===== config.mk =====
export PLATFORM = sky130hd
export DESIGN_NAME = vcrp_fifo
export DESIGN_NICKNAME = d
export VERILOG_FILES = /design/src/rtl/core/video_chip_register_port_top_macros.svh /design/src/rtl/core/vcrp_fifo.sv
export SDC_FILE = /design/constraint.sdc
export NUM_CORES = 1
export LEC_CHECK = 0
export ABC_AREA = 1
export BUFFER_PORTS_ARGS = -buffer_cell sky130_fd_sc_hd__buf_2
export CAP_MARGIN = 20
export CORE_MARGIN = 10
export CORE_UTILIZATION = 32
export DETAILED_ROUTE_END_ITERATION = 10
export PLACE_DENSITY = 0.53
export SYNTH_ARGS = -nofsm -noshare
export SYNTH_HDL_FRONTEND = slang
export SYNTH_SLANG_ARGS = --single-unit

===== constraint.sdc =====
create_clock -name clk -period 3.61 [get_ports clk]
set_input_delay 0.1805 -clock clk [delete_from_list [all_inputs] [get_ports clk]]
set_output_delay 0.1805 -clock clk [all_outputs]
set_load 0.01 [all_outputs]

===== src/rtl/core/video_chip_register_port_top_macros.svh =====
// Assertion macros for the video chip register port.
// Included by the top level; no other dependencies.
`ifndef VIDEO_CHIP_REGISTER_PORT_TOP_MACROS_SVH
`define VIDEO_CHIP_REGISTER_PORT_TOP_MACROS_SVH

`ifndef SYNTH
// Same-cycle implication, checked outside reset
`define VCRP_ASSERT_NOW(label, clk, rst_n, ante, cons, msg) \
    label: assert property (@(posedge clk) disable iff (!rst_n) (ante) |-> (cons)) \
        else $error(msg);
// Next-cycle implication, checked outside reset
`define VCRP_ASSERT_NEXT(label, clk, rst_n, ante, cons, msg) \
    label: assert property (@(posedge clk) disable iff (!rst_n) (ante) |=> (cons)) \
        else $error(msg);
`else
`define VCRP_ASSERT_NOW(label, clk, rst_n, ante, cons, msg)
`define VCRP_ASSERT_NEXT(label, clk, rst_n, ante, cons, msg)
`endif

`endif


===== src/rtl/core/vcrp_fifo.sv =====
// Small synchronous queue with full/empty flags.
// Used between front and back and at the result side; no package dependencies.
`timescale 1ns / 1ps

module vcrp_fifo #(
    parameter int WIDTH = 8,
    parameter int DEPTH = 2
) (
    input  logic             clk,
    input  logic             rst_n,
    input  logic             push,
    input  logic [WIDTH-1:0] wdata,
    output logic             full,
    input  logic             pop,
    output logic [WIDTH-1:0] rdata,
    output logic             empty
);

    localparam int PTR_W = (DEPTH > 1) ? $clog2(DEPTH) : 1;
    localparam int CNT_W = $clog2(DEPTH + 1);

    logic [WIDTH-1:0] store_reg [DEPTH];
    logic [PTR_W-1:0] wr_ptr_reg, wr_ptr_next;
    logic [PTR_W-1:0] rd_ptr_reg, rd_ptr_next;
    logic [CNT_W-1:0] count_reg, count_next;
    logic             do_push;
    logic             do_pop;

    assign full    = (count_reg == CNT_W'(DEPTH));
    assign empty   = (count_reg == '0);
    assign do_push = push && !full;
    assign do_pop  = pop && !empty;
    assign rdata   = store_reg[rd_ptr_reg];

    // Advance pointers with wrap, track fill level
    always_comb
    begin
        wr_ptr_next = wr_ptr_reg;
        rd_ptr_next = rd_ptr_reg;
        count_next  = count_reg;
        if (do_push)
        begin
            wr_ptr_next = (wr_ptr_reg == PTR_W'(DEPTH - 1)) ? '0 : wr_ptr_reg + 1'b1;
        end
        if (do_pop)
        begin
            rd_ptr_next = (rd_ptr_reg == PTR_W'(DEPTH - 1)) ? '0 : rd_ptr_reg + 1'b1;
        end
        if (do_push && !do_pop)
        begin
            count_next = count_reg + 1'b1;
        end
        else if (do_pop && !do_push)
        begin
            count_next = count_reg - 1'b1;
        end
    end

    always_ff @(posedge clk or negedge rst_n)
    begin
        if (!rst_n)
        begin
            wr_ptr_reg <= '0;
            rd_ptr_reg <= '0;
            count_reg  <= '0;
        end
        else
        begin
            wr_ptr_reg <= wr_ptr_next;
            rd_ptr_reg <= rd_ptr_next;
            count_reg  <= count_next;
        end
    end

    // Hold payload; no reset needed
    always_ff @(posedge clk)
    begin
        if (do_push)
        begin
            store_reg[wr_ptr_reg] <= wdata;
        end
    end

endmodule


# --- Word-level counts from Yosys, hierarchy flattened ---
# Memories as Yosys holds them, arrays and structs flattened.
# Cells that the tools add are included.
totals:
  input_bits: 12
  out_inout_bits: 10
  mem_bits_rw: 16
  mem_count: 1
  ff_bits: 4
  elab_cells: 25
memory_table:
  columns: ["name", "depth", "width", "rd", "rd_ports_with_merged_regs", "wr", "line", "source"]
  rows:
  - ["store_reg", 2, 8, 1, 0, 1, "vcrp_fifo.sv:22", "logic [WIDTH-1:0] store_reg [DEPTH];"]
classes:
  n_mux: 6
  reduce_logical: 10
  addsub: 4
  eq_ne: 1
ops:
  columns: ["op", "count"]
  rows:
  - ["logical AND 1 bit", 4]
  - ["zero test 1 bit", 4]
  - ["two-way mux 1 bit", 4]
  - ["two-way mux 2 bit", 2]
  - ["adder 1 bit (second input constant)", 2]
  - ["adder 2 x 1 -> 2 bit (second input constant)", 1]
  - ["== test 2 bit (second input constant)", 1]
  - ["zero test 2 bit", 1]
  - ["nonzero test 2 bit", 1]
  - ["subtractor 2 x 1 -> 2 bit (second input constant)", 1]

# --- Depth between registers and ports, before layout ---
depth:
  depth_word: 7
  depth_mapped: 9
  ltp_nobuf: 9

# --- Worst setup path after synthesis ---
# Ideal clock, no wire load.
synth_timing:
  path_kind: "register to register"
  startpoint: "register count_reg[1]"
  endpoint: "memory store_reg[1][0], enable pin"
  path_stages_with_launch: 4
  setup_ps: 371
  required_ps: 3239
  n_path_buf: 0
  t_arrival_ps: 951
  synth_period_minus_slack_ps: 1322
  slack_ps: 2288
  cell_sequence: "dfrtp_1 > inv_1 > o21ai_0 > nor2_1"
synth_via:
  elab_chain_cells: 5
synth_rtl:
  columns: ["element", "line", "source"]
  rows:
  - ["start, declared", "vcrp_fifo.sv:25", "logic [CNT_W-1:0] count_reg, count_next;"]
  - ["start signal, assigned", "vcrp_fifo.sv:71", "count_reg <= count_next;"]
  - ["== test 2 bit", "vcrp_fifo.sv:29", "assign full = (count_reg == CNT_W'(DEPTH));"]
  - ["zero test 1 bit", "vcrp_fifo.sv:31", "assign do_push = push && !full;"]
  - ["logical AND 1 bit", "vcrp_fifo.sv:31", null]
  - ["two-way mux 1 bit", "vcrp_fifo.sv:78", "if (do_push)"]
  - ["two-way mux 1 bit (not written as such)", "vcrp_fifo.sv:80", "store_reg[wr_ptr_reg] <= wdata;"]
  - ["end, declared", "vcrp_fifo.sv:22", null]
# Every way passes these cells.

# --- Worst setup path in the final report ---
layout_timing:
  startpoint: "register count_reg[0]"
  endpoint: "memory store_reg[1][6], enable pin"
# Same word-level chain as after synthesis.

==> results by group <==
Clock tree
  • Reg clk slew, reported paths: about 0.11 ns
  • Clock sink count: 20
  • CTS tree: yes
  • Clock Latency Late Sink: 0.29 ns
  • H-tree depth: 1
  • Maximum clock insertion buffer count: 2
  • PostCTS Resize Cnt: 0
  • Root Driver: clkbuf_4
  • CTS buffer count: 3

GRT
  • Met3 Usage GRT: 3.11%
  • Gr ovfl total: 0
  • Gr busiest metal: met2
  • Met1 usage: 7.28%
  • Initial antenna violation count: 0
  • Vias in the first global route: approximately 530
  • Largest net degree at the start of global routing: 12
  • M2 GR Usage: between 8 and 9%
  • First-pass GRT wire length: between 2 and 2.5 mm
  • All-Layer GR Usage: between 5 and 6%

Min path
  • Min-Delay Path Class: input pin to flip-flop

Logic synthesis
  • Main combinational cell family by area after synthesis: simple AND/OR/NAND/NOR gates
  • Flops & latches, synth: 20
  • Post-synthesis cell area: about 800 um2
  • Netlist cell types: 14
  • Synth Area in Compound Gates: 1.24%
  • Cells after Synth: between 70 and 80
  • Multiplexer share of the synthesized area: 0%
  • Post-synthesis xor/xnor area fraction: between 1 and 1.5%
  • Seq/Total Area, Yosys: 71.7%
  • Area share of fa/ha/maj cells after synthesis: 1.55%
  • Synthesized net count: 86
  • Mean Syn Cell Area: ~11 um2
  • Warnings, synthesis: 0
  • Simple-gate share of the synthesized area: 20.1%

Drt
  • DR WL/cell: about 12 um
  • Drt drc: 0
  • Routed vias: roughly 540
  • DR iter-0 viols: 20
  • Post-route ant nets: 0
  • Drt first pass iters: 4
  • Drt via density: 4.23
  • Detailed Route WL: 1.56 mm

Run
  • Max-Cap Viols: 0

Timing
  • Worst Slack Setup Final: ~2.1 ns
  • Final clock period utilization by the worst path: 42.3%
  • Final hold viol count: 0
  • Max_slew headroom: around 55%
  • Fmax: around 650 MHz
  • Setup TNS Final: 0 ns
  • Layout Skew: between 0.003 and 0.004 ns
  • Setup violations, final: 0
  • Final critical-path required period: 1.53 ns
  • Setup repair after global routing missed its margin: no
  • Final Max Tran Viols: 0
  • Actual slew at the worst max-slew pin: ~0.68 ns

Floorplan
  • Chip height: 70.3 um
  • Initial Utilization: approximately a third
  • Die ar.: between 0.004 and 0.005 mm2
  • Ports: 22
  • Die W: between 70 and 80 um
  • Row count: 18
  • Core area: about 0.0025 mm2

Cells and area
  • Max reg flops: 16
  • Antenna fix cells: 0
  • Post-layout instance area: 983 um2
  • Layout cell share with drive strength beyond 1: between 20 and 30%
  • Finished Layout Cells: 128
  • Filler instances: about 240
  • Nets: roughly 110
  • Area Growth Syn to Fin: 21.5%

Placed design
  • Setup WS pre-CTS: roughly 2.1 ns
  • Hpwl dp: approximately 1.2 mm
  • Placed cell count: approximately 120
  • Area post-placement: about 950 um2
  • Routability cong.: between 0.7 and 0.8
  • Port bufs: 21

Setup path
  • Reg2reg path depth: 2
  • Crit Path Class: flip-flop to flip-flop
  • Critical path launch point type: flip-flop
  • CP max-delay cell: nor2_1
  • Crit path DAT: 1.46 ns
  • Crit-path max cell delay: approximately 0.54 ns
  • Worst r2r dst: store_reg[1][6]
  • Crit path from: count_reg[0]
  • R2R Path Start: count_reg[0]
  • Slack of the worst reg-to-reg path: about 2.1 ns
  • Critical path, cell by cell: o21ai_0 > nor2_1
  • CP max FO: 8
  • Required time worst endpoint: between 3 and 4 ns
  • CP endpoint kind: flip-flop
  • CP endpoint: store_reg[1][6]

Pwr
  • Worst vdd ir: 0.435 mV
  • Total power: around 0.74 mW
  • Leakage: 0.464 nW
  • Pwr Density: between 700 and 800 mW/mm2

Run status
  • Status: finished clean
[how the worst min path moves through the flow]
stage          startpoint  cells after the start         endpoint
2_1_floorplan       rst_n                      0     count_reg[0]
3_5_place_dp        rst_n                      1     count_reg[1]
3_3_place_gp        rst_n                      1       rd_ptr_reg
6_report         wdata[5]                      1  store_reg[1][5]
4_1_cts          wdata[5]                      1  store_reg[1][5]
5_1_grt          wdata[5]                      1  store_reg[1][5]
[report_power, final]
| group | leakage, nW | switching, mW | internal [mW] |
|---|---|---|---|
| sequential | 0.197 | 0.0468 | 0.320 |
| combinational | 0.252 | 0.170 | 0.103 |
| clock | 0.0154 | 0.0623 | 0.0401 |
[placed cells by master (no fill, tap or decap), types with 2 or more instances in the layout]
cell type / instances
nand2_1: 33
dfrtp_1: 4
buf_2: 21
inv_1: 7
nor2_1: 2
nor2_2: 2
clkbuf_4: 3
edfxtp_1: 16
o21ai_0: 2
[worst max-delay path, delay by kind of cell (launching register included)]
family	cells	cell delay, ns
simple gates	1	0.54
flops	1	0.48
compound gates	1	0.15
[kinds of logic (layout without fill, tap and decap cells)]
family                     after synthesis  count (layout)
and+or+nand+nor                         40              40
DFF                                     20              20
buffers and inverters                    9              34
AOI/OAI and AO/OA                        2               2
adders and majority gates                1               1
xor gates and xnor gates                 1               1
[per-stage QoR]
| stage | hold WS [ns] | utilization [%] |
|---|---|---|
| after floorplan | -0.115 | - |
| after global placement | -0.0102 | 38.6 |
| after detailed placement | -0.00803 | 38.6 |
| after CTS | 0.0694 | 40.1 |
| after global routing | 0.0531 | 40.1 |
| final | 0.0749 | 40.1 |
[synthesized netlist by cell type]
cell      count  share of area (%)
inv_2         1               0.46
nand4_1       1               0.77
ha_1          1                1.5
inv_1         7                3.2
nor2_2        2                1.5
nand3b_1      1               0.93
nand2_1      33                 15
xnor2_1       1                1.1
nand3_1       1               0.62
dfrtp_1       4                 12
nor2_1        2               0.93
o21ai_0       2                1.2
buf_2         1               0.62
edfxtp_1     16                 59
[metal layers]
| layer | up-vias | wire length (um) |
|---|---|---|
| li1 | 283 | - |
| met1 | 240 | 712 |
| met2 | 18 | 680 |
| met3 | 0 | 164 |
| met4 | 0 | 0 |
| met5 | - | 0 |
[cell type report]
type	count	area, um2	share of cell area [%]
Clock buffer	3	22.5	2.29
Timing Repair Buffer	22	115	11.7
Tap cell	30	37.5	3.82
Clock inverter	1	3.75	0.382
Multi-Input combinational cell	44	194	19.7
Sequential cell	20	581	59.0
Inverter	8	30.0	3.05
[what timing repair did]
| action | 4_1_cts | 5_1_grt |
|---|---|---|
| hold buffers | 1 | 0 |
| setup buffers | 0 | 0 |
| endpoints found under the hold margin | 4 | 0 |
(Power assumes the default switching activity.)
