File: src/rtl/core/video_chip_register_port_top_macros.svh
// Assertion macros for the video chip register port.
// Included by the top level; no other dependencies.
`ifndef VIDEO_CHIP_REGISTER_PORT_TOP_MACROS_SVH
`define VIDEO_CHIP_REGISTER_PORT_TOP_MACROS_SVH

`ifndef SYNTH
// Same-cycle implication, checked outside reset
`define VCRP_ASSERT_NOW(label, clk, rst_n, ante, cons, msg) \
    label: assert property (@(posedge clk) disable iff (!rst_n) (ante) |-> (cons)) \
        else $error(msg);
// Next-cycle implication, checked outside reset
`define VCRP_ASSERT_NEXT(label, clk, rst_n, ante, cons, msg) \
    label: assert property (@(posedge clk) disable iff (!rst_n) (ante) |=> (cons)) \
        else $error(msg);
`else
`define VCRP_ASSERT_NOW(label, clk, rst_n, ante, cons, msg)
`define VCRP_ASSERT_NEXT(label, clk, rst_n, ante, cons, msg)
`endif

`endif

File: src/rtl/core/vcrp_pkg.sv
// Shared types, codes and constants of the video chip register port.
// No dependencies; imported by the top, front and back modules of the block.
`timescale 1ns / 1ps

package vcrp_pkg;

    // Memory sizes
    localparam int PATTERN_BYTES    = 8192;
    localparam int SPRITE_BYTES     = 256;
    localparam int PALETTE_BYTES    = 32;
    localparam int NT_BYTES_DEFAULT = 4096;
    localparam int QUEUE_DEPTH      = 2;

    // Video address space
    localparam int VADDR_W  = 14;
    localparam int NT_RAW_W = 12;
    localparam logic [VADDR_W-1:0] PALETTE_BASE = 14'h3F00;
    localparam int ADDR_STEP_WIDE = 32;

    // Register bits
    localparam int          CTRL_STEP32_BIT = 2;
    localparam logic [7:0]  STATUS_VBLANK   = 8'h80;

    // Function codes
    localparam logic [1:0] FUNC_READ  = 2'd0;
    localparam logic [1:0] FUNC_WRITE = 2'd1;
    localparam logic [1:0] FUNC_EVENT = 2'd2;

    // Register numbers
    localparam logic [2:0] REG_CTRL     = 3'd0;
    localparam logic [2:0] REG_MASK     = 3'd1;
    localparam logic [2:0] REG_STATUS   = 3'd2;
    localparam logic [2:0] REG_SPR_ADDR = 3'd3;
    localparam logic [2:0] REG_SPR_DATA = 3'd4;
    localparam logic [2:0] REG_SCROLL   = 3'd5;
    localparam logic [2:0] REG_ADDR     = 3'd6;
    localparam logic [2:0] REG_DATA     = 3'd7;

    // Nametable mirroring modes
    localparam logic [1:0] MIRROR_NONE       = 2'd0;
    localparam logic [1:0] MIRROR_HORIZONTAL = 2'd1;
    localparam logic [1:0] MIRROR_VERTICAL   = 2'd2;
    localparam logic [1:0] MIRROR_FOUR       = 2'd3;

    // Operation classes handed from front to back
    typedef enum logic [3:0] {
        OP_NOP,
        OP_RD_STATUS,
        OP_RD_DATA,
        OP_RD_BUFFER,
        OP_WR_CTRL,
        OP_WR_MASK,
        OP_WR_SPR_ADDR,
        OP_WR_SPR_DATA,
        OP_WR_SCROLL,
        OP_WR_ADDR,
        OP_WR_DATA,
        OP_EVENT
    } op_kind_t;

    typedef struct packed {
        op_kind_t   kind;
        logic [7:0] data;
    } op_t;

    // Map a 1 KiB nametable window to its physical page
    function automatic logic [1:0] page_of(input logic [1:0] mode, input logic [1:0] win);
        logic [1:0] page;
        unique case (mode)
            MIRROR_HORIZONTAL: page = {1'b0, win[1]};
            MIRROR_VERTICAL:   page = {1'b0, win[0]};
            MIRROR_NONE,
            MIRROR_FOUR:       page = win;
            default:           page = win;
        endcase
        return page;
    endfunction

endpackage

File: src/rtl/core/vcrp_front.sv
// Front end: accepts bus accesses and classifies them into operations.
// Depends on vcrp_pkg; feeds the operation queue.
`timescale 1ns / 1ps

module vcrp_front import vcrp_pkg::*; (
    input  logic       clk,
    input  logic       rst_n,
    input  logic       push,
    output logic       full,
    input  logic [1:0] func,
    input  logic [2:0] reg_index,
    input  logic [7:0] write_data,
    input  logic       clearing,
    input  logic       q_full,
    output logic       q_push,
    output op_t        q_op
);

    logic stage_valid_reg, stage_valid_next;
    op_t  stage_op_reg;
    op_t  op_class;
    logic accept;

    // Classify one access by function and register number
    always_comb
    begin
        op_class.data = write_data;
        unique case (func)
            FUNC_READ:
            begin
                priority case (reg_index)
                    REG_STATUS: op_class.kind = OP_RD_STATUS;
                    REG_DATA:   op_class.kind = OP_RD_DATA;
                    default:    op_class.kind = OP_RD_BUFFER;
                endcase
            end
            FUNC_WRITE:
            begin
                unique case (reg_index)
                    REG_CTRL:     op_class.kind = OP_WR_CTRL;
                    REG_MASK:     op_class.kind = OP_WR_MASK;
                    REG_STATUS:   op_class.kind = OP_NOP;
                    REG_SPR_ADDR: op_class.kind = OP_WR_SPR_ADDR;
                    REG_SPR_DATA: op_class.kind = OP_WR_SPR_DATA;
                    REG_SCROLL:   op_class.kind = OP_WR_SCROLL;
                    REG_ADDR:     op_class.kind = OP_WR_ADDR;
                    REG_DATA:     op_class.kind = OP_WR_DATA;
                    default:      op_class.kind = OP_NOP;
                endcase
            end
            FUNC_EVENT: op_class.kind = OP_EVENT;
            default:    op_class.kind = OP_NOP;
        endcase
    end

    // Stall while the memories are cleared or the stage cannot drain
    assign full   = clearing || (stage_valid_reg && q_full);
    assign accept = push && !full;
    assign q_push = stage_valid_reg && !q_full;
    assign q_op   = stage_op_reg;

    always_comb
    begin
        stage_valid_next = stage_valid_reg;
        if (accept)
        begin
            stage_valid_next = 1'b1;
        end
        else if (q_push)
        begin
            stage_valid_next = 1'b0;
        end
    end

    always_ff @(posedge clk or negedge rst_n)
    begin
        if (!rst_n)
        begin
            stage_valid_reg <= 1'b0;
        end
        else
        begin
            stage_valid_reg <= stage_valid_next;
        end
    end

    // Capture the classified operation on each transfer
    always_ff @(posedge clk)
    begin
        if (accept)
        begin
            stage_op_reg <= op_class;
        end
    end

endmodule

File: config.mk
export PLATFORM = sky130hd
export DESIGN_NAME = vcrp_front
export DESIGN_NICKNAME = d
export VERILOG_FILES = /design/src/rtl/core/video_chip_register_port_top_macros.svh /design/src/rtl/core/vcrp_pkg.sv /design/src/rtl/core/vcrp_front.sv
export SDC_FILE = /design/constraint.sdc
export NUM_CORES = 1
export LEC_CHECK = 0
export BUFFER_PORTS_ARGS = -buffer_cell sky130_fd_sc_hd__clkbuf_2
export CORE_MARGIN = 4
export CORE_UTILIZATION = 25
export DETAILED_ROUTE_END_ITERATION = 7
export SYNTH_ARGS = -nofsm -noshare
export SYNTH_HDL_FRONTEND = slang
export SYNTH_SLANG_ARGS = --single-unit
export TNS_END_PERCENT = 30
File: constraint.sdc
create_clock -name clk -period 1.5 [get_ports clk]
set_input_delay 0.225 -clock clk [delete_from_list [all_inputs] [get_ports clk]]
set_output_delay 0.225 -clock clk [all_outputs]
set_load 0.05 [all_outputs]
# == Word-level counts from Yosys, hierarchy flattened ==
# Memories as Yosys holds them, arrays and structs flattened.
# Cells that the tools add are included.
# classes
eq_ne,4
mux,4
reduce_logical,8
# op_table
cell,count
$pmux W4 S3,1
$pmux W2 S2,1
$eq A3 B2 Y1 const B,1
$eq A3 B3 Y1 const B,1
$logic_and A1 B1 Y1,3
$eq A2 B1 Y1 const B,1
$eq A2 B2 Y1 const B,1
$logic_not A1 Y1,2
$logic_not A2 Y1,1
$mux W1,2
$reduce_bool A2 Y1,1
$logic_or A1 B1 Y1,1
# word_totals
ff_bits,13
romBits,32
word_cells,20
mem_count,1
# memory_table
memory,words,width,rd,rd_clocked_by_memory_dff,write_ports,line,source
(no name shown),8,4,1,0,0,vcrp_front.sv:39,unique case (reg_index)

# == Depth between registers and ports, before layout ==
# depth
ltp_word,5
mapped_depth,4

# == Least setup slack after synthesis ==
# No wires, ideal clock.
# synth_timing
path_kind,reg2reg
startpoint,register stage_valid_reg
endpoint,register stage_op_reg (netlist bit q_op[0]) (enable)
setup_ns,0.385
arrival_ns,1.007
path_slack_ns,0.108
stages_incl_launch_ff,2
cell_sequence,dfrtp_1 -> a21oi_1
# synth_between
elab_chain_cells,4
# synth_rtl
element,line,source
"start, declared",vcrp_front.sv:19,"logic stage_valid_reg, stage_valid_next;"
"start signal, assigned",vcrp_front.sv:83,stage_valid_reg <= stage_valid_next;
$logic_and A1 B1 Y1,vcrp_front.sv:57,assign full = clearing || (stage_valid_reg && q_full);
$logic_or A1 B1 Y1,vcrp_front.sv:57,
$logic_not A1 Y1,vcrp_front.sv:58,assign accept = push && !full;
$logic_and A1 B1 Y1,vcrp_front.sv:58,
via accept,vcrp_front.sv:22,logic accept;
"end signal, assigned",vcrp_front.sv:92,stage_op_reg <= op_class;
"end, declared",vcrp_front.sv:20,op_t stage_op_reg;
# The timed path passes the listed nets, and every way through them passes these cells.
# A chain may end at the register's enable or synchronous reset.

# == Final worst setup path ==
# layout_timing
startpoint,register stage_valid_reg
endpoint,output full
# layout_between
elab_chain_cells,2
# layout_rtl
element,line,source
$logic_and A1 B1 Y1,vcrp_front.sv:57,
$logic_or A1 B1 Y1,vcrp_front.sv:57,
"end, declared",vcrp_front.sv:9,"output logic full,"
# Every way passes these cells.

==> metrics.csv <==
metric;value;unit
Crit-path slowest cell;dfrtp_1;
Ports;32;
critical-path cell list;nand2_1, nand2b_1, clkbuf_2;
top post-synthesis cells by area;edfxtp_1, ha_1, dfrtp_1;
Final min period;1.26;ns
gr ovfl total;0;
Max Cap Violations;0;
Root Driver;clkbuf_4;
# H-tree levels;1;
GRT Overall Usage;7.55;%
met2 usage in global routing;9.68;%
Worst-Margin Slew;0.311;ns
most numerous cell in the Yosys netlist;edfxtp_1;
GR Layer Usage met3;3.25;%
Longest Clk Path Bufs;2;
max FFs per register;12;
vias per cell;4.10;
number of flops mapped to enable cells by yosys;12;
initial core utilization;26.0;%
vias in the first global route;397;
Hold WC Path Type;in2reg;
Slew HR;79.0;%
total wire length;1.14;mm
CTS buffer count;3;
CTS resizes;0;
drt wl/cell;11.0;um
commonest register cell after synthesis;edfxtp_1;
FF+latch count, synth;13;
Worst Setup End Kind;output port;
TritonRoute pass-1 iters;4;
final hold violation count;0;
final setup vio count;0;
Worst path max stage delay;0.36;ns
Cell variety after synth;18;
Via Count;422;
critical path data arrival time;1.03;ns
CTS sink cnt;13;
Commonest cells post-synth;edfxtp_1, ha_1, inv_1, nand2_1;
unrepaired setup endpoints after global routing;false;
outcome;complete, no violations;
worst-path maximum fanout;3;
DP Wirelength;918;um
number of remaining DRC errors;0;
later-pin clock latency in the skew report;0.26;ns
ratio of final minimum period to clock period;83.8;%
CP Launch Type;register;
Cells after Synth;38;
met1 Usage GRT;10.5;%
Synth async-reset ratio;7.69;%
die height;56.0;um
Die Wd;56.0;um
Worst EP required;1.27;ns
Slew Limit Fails;0;
# rows;17;
CTS tree;done;
Synthesis Warnings;0;
Synth area leader;edfxtp_1;
post-synth top area share;62.6;%
die area;3130;um2
register area;385;um2
largest net degree at the start of global routing;13;
net count after synthesis;60;
Final Util;36.6;%
Max Fclk;796;MHz
Port-buffer cells;31;
1st-iter DRT viols;5;
first-pass GRT wire length;1.79;mm
layout cells sized above 1;48.0;%
GPL Wtd Cong;0.714;
# diodes;0;
area delta synth->final;40.7;%
Post-Route Setup TNS;0;ns
global route hottest layer;met1;
Syn Std Cell Area;576;um2
VDD IR-drop max;0.000337;V
multi-input logic area;179;um2
skew final;0.00239;ns
initial antenna violation count;0;
leakage;0.377;nW
post-synthesis sequential area ratio;67.0;%
Worst-path clk slew;0.07;ns
nets;98;
total power per unit cell area;954;nW/um2
Antenna Nets Post-Route;0;
fillcell total;230;
core box area;2210;um2
Setup CP Type;reg2out;
Syn Area/Cell;15.1;um2
## cells by family after synthesis
family / synth area share (%)
simple gates: 13.5
flops: 67.0
fa+ha+maj: 8.70
compound gates: 8.91
buf+inv: 1.96
## metal layers
metal	share of wire, %	routed length, um	vias up
met3	11	129	0
met1	50	562	179
li1	-	-	219
met5	0	0	-
met4	0	0	0
met2	39	442	24
## final cells by class
cell class | instances | area share (%)
clock buffers | 4 | 3.25
inverters | 3 | 1.39
multi-input cells | 22 | 22.1
flip-flops and latches | 13 | 47.6
well taps | 28 | 4.33
repair buffers | 33 | 21.3
## final timing paths
check | start | endpoint | slack [ns] | cells after the start
setup / recovery | stage_valid_reg$_DFFE_PN0P_ | full | 0.24 | 3
hold / removal | write_data[4] | q_op[4]$_DFFE_PP_ | 0.13 | 1
setup reg to reg | stage_valid_reg$_DFFE_PN0P_ | q_op[10]$_DFFE_PP_ | 0.48 | 2
hold reg to reg | stage_valid_reg$_DFFE_PN0P_ | stage_valid_reg$_DFFE_PN0P_ | 0.52 | 2
max in group asynchronous | rst_n | stage_valid_reg$_DFFE_PN0P_ | 1.15 | 2
min in group asynchronous | rst_n | stage_valid_reg$_DFFE_PN0P_ | 0.26 | 2
## where the power goes
part	leakage (nW)	switching, mW	internal (mW)
sequential	0.124	0.00456	0.417
clock	0.0150	0.0984	0.103
combinational	0.237	0.103	0.0466
total	0.377	0.206	0.566
## stage by stage
stage	std cells	area [um2]	setup WS (ns)	total power, mW	hold WS, ns
after floorplan	38	576	0.108	0.523	-0.0706
after global placement	98	773	0.228	0.577	0.00123
after detailed placement	98	773	0.219	0.578	0.00464
after CTS	103	810	0.225	0.788	0.119
after global routing	103	810	0.141	0.817	0.119
final	103	810	0.243	0.772	0.135
## cells in the final DEF (no fill, tap or decap), types with 2 or more instances in the layout
cell type	instances
nand2_1	3
ha_1	4
clkbuf_2	31
nand2b_1	2
inv_1	3
clkbuf_4	3
edfxtp_1	12
a211oi_1	2
## worst max-delay path, delay by kind of cell (launching register included)
family	cells	cell delay, ns
AND/OR/NAND/NOR	2	0.14
buffers and inverters	1	0.27
flip-flops	1	0.36
## repair_timing
| item | in CTS | in global routing |
|---|---|---|
| endpoints found under the hold margin | 1 | 0 |
| buffers inserted | 0 | 0 |
| hold buffers | 1 | 0 |
Power figures use the tool's default switching activity.
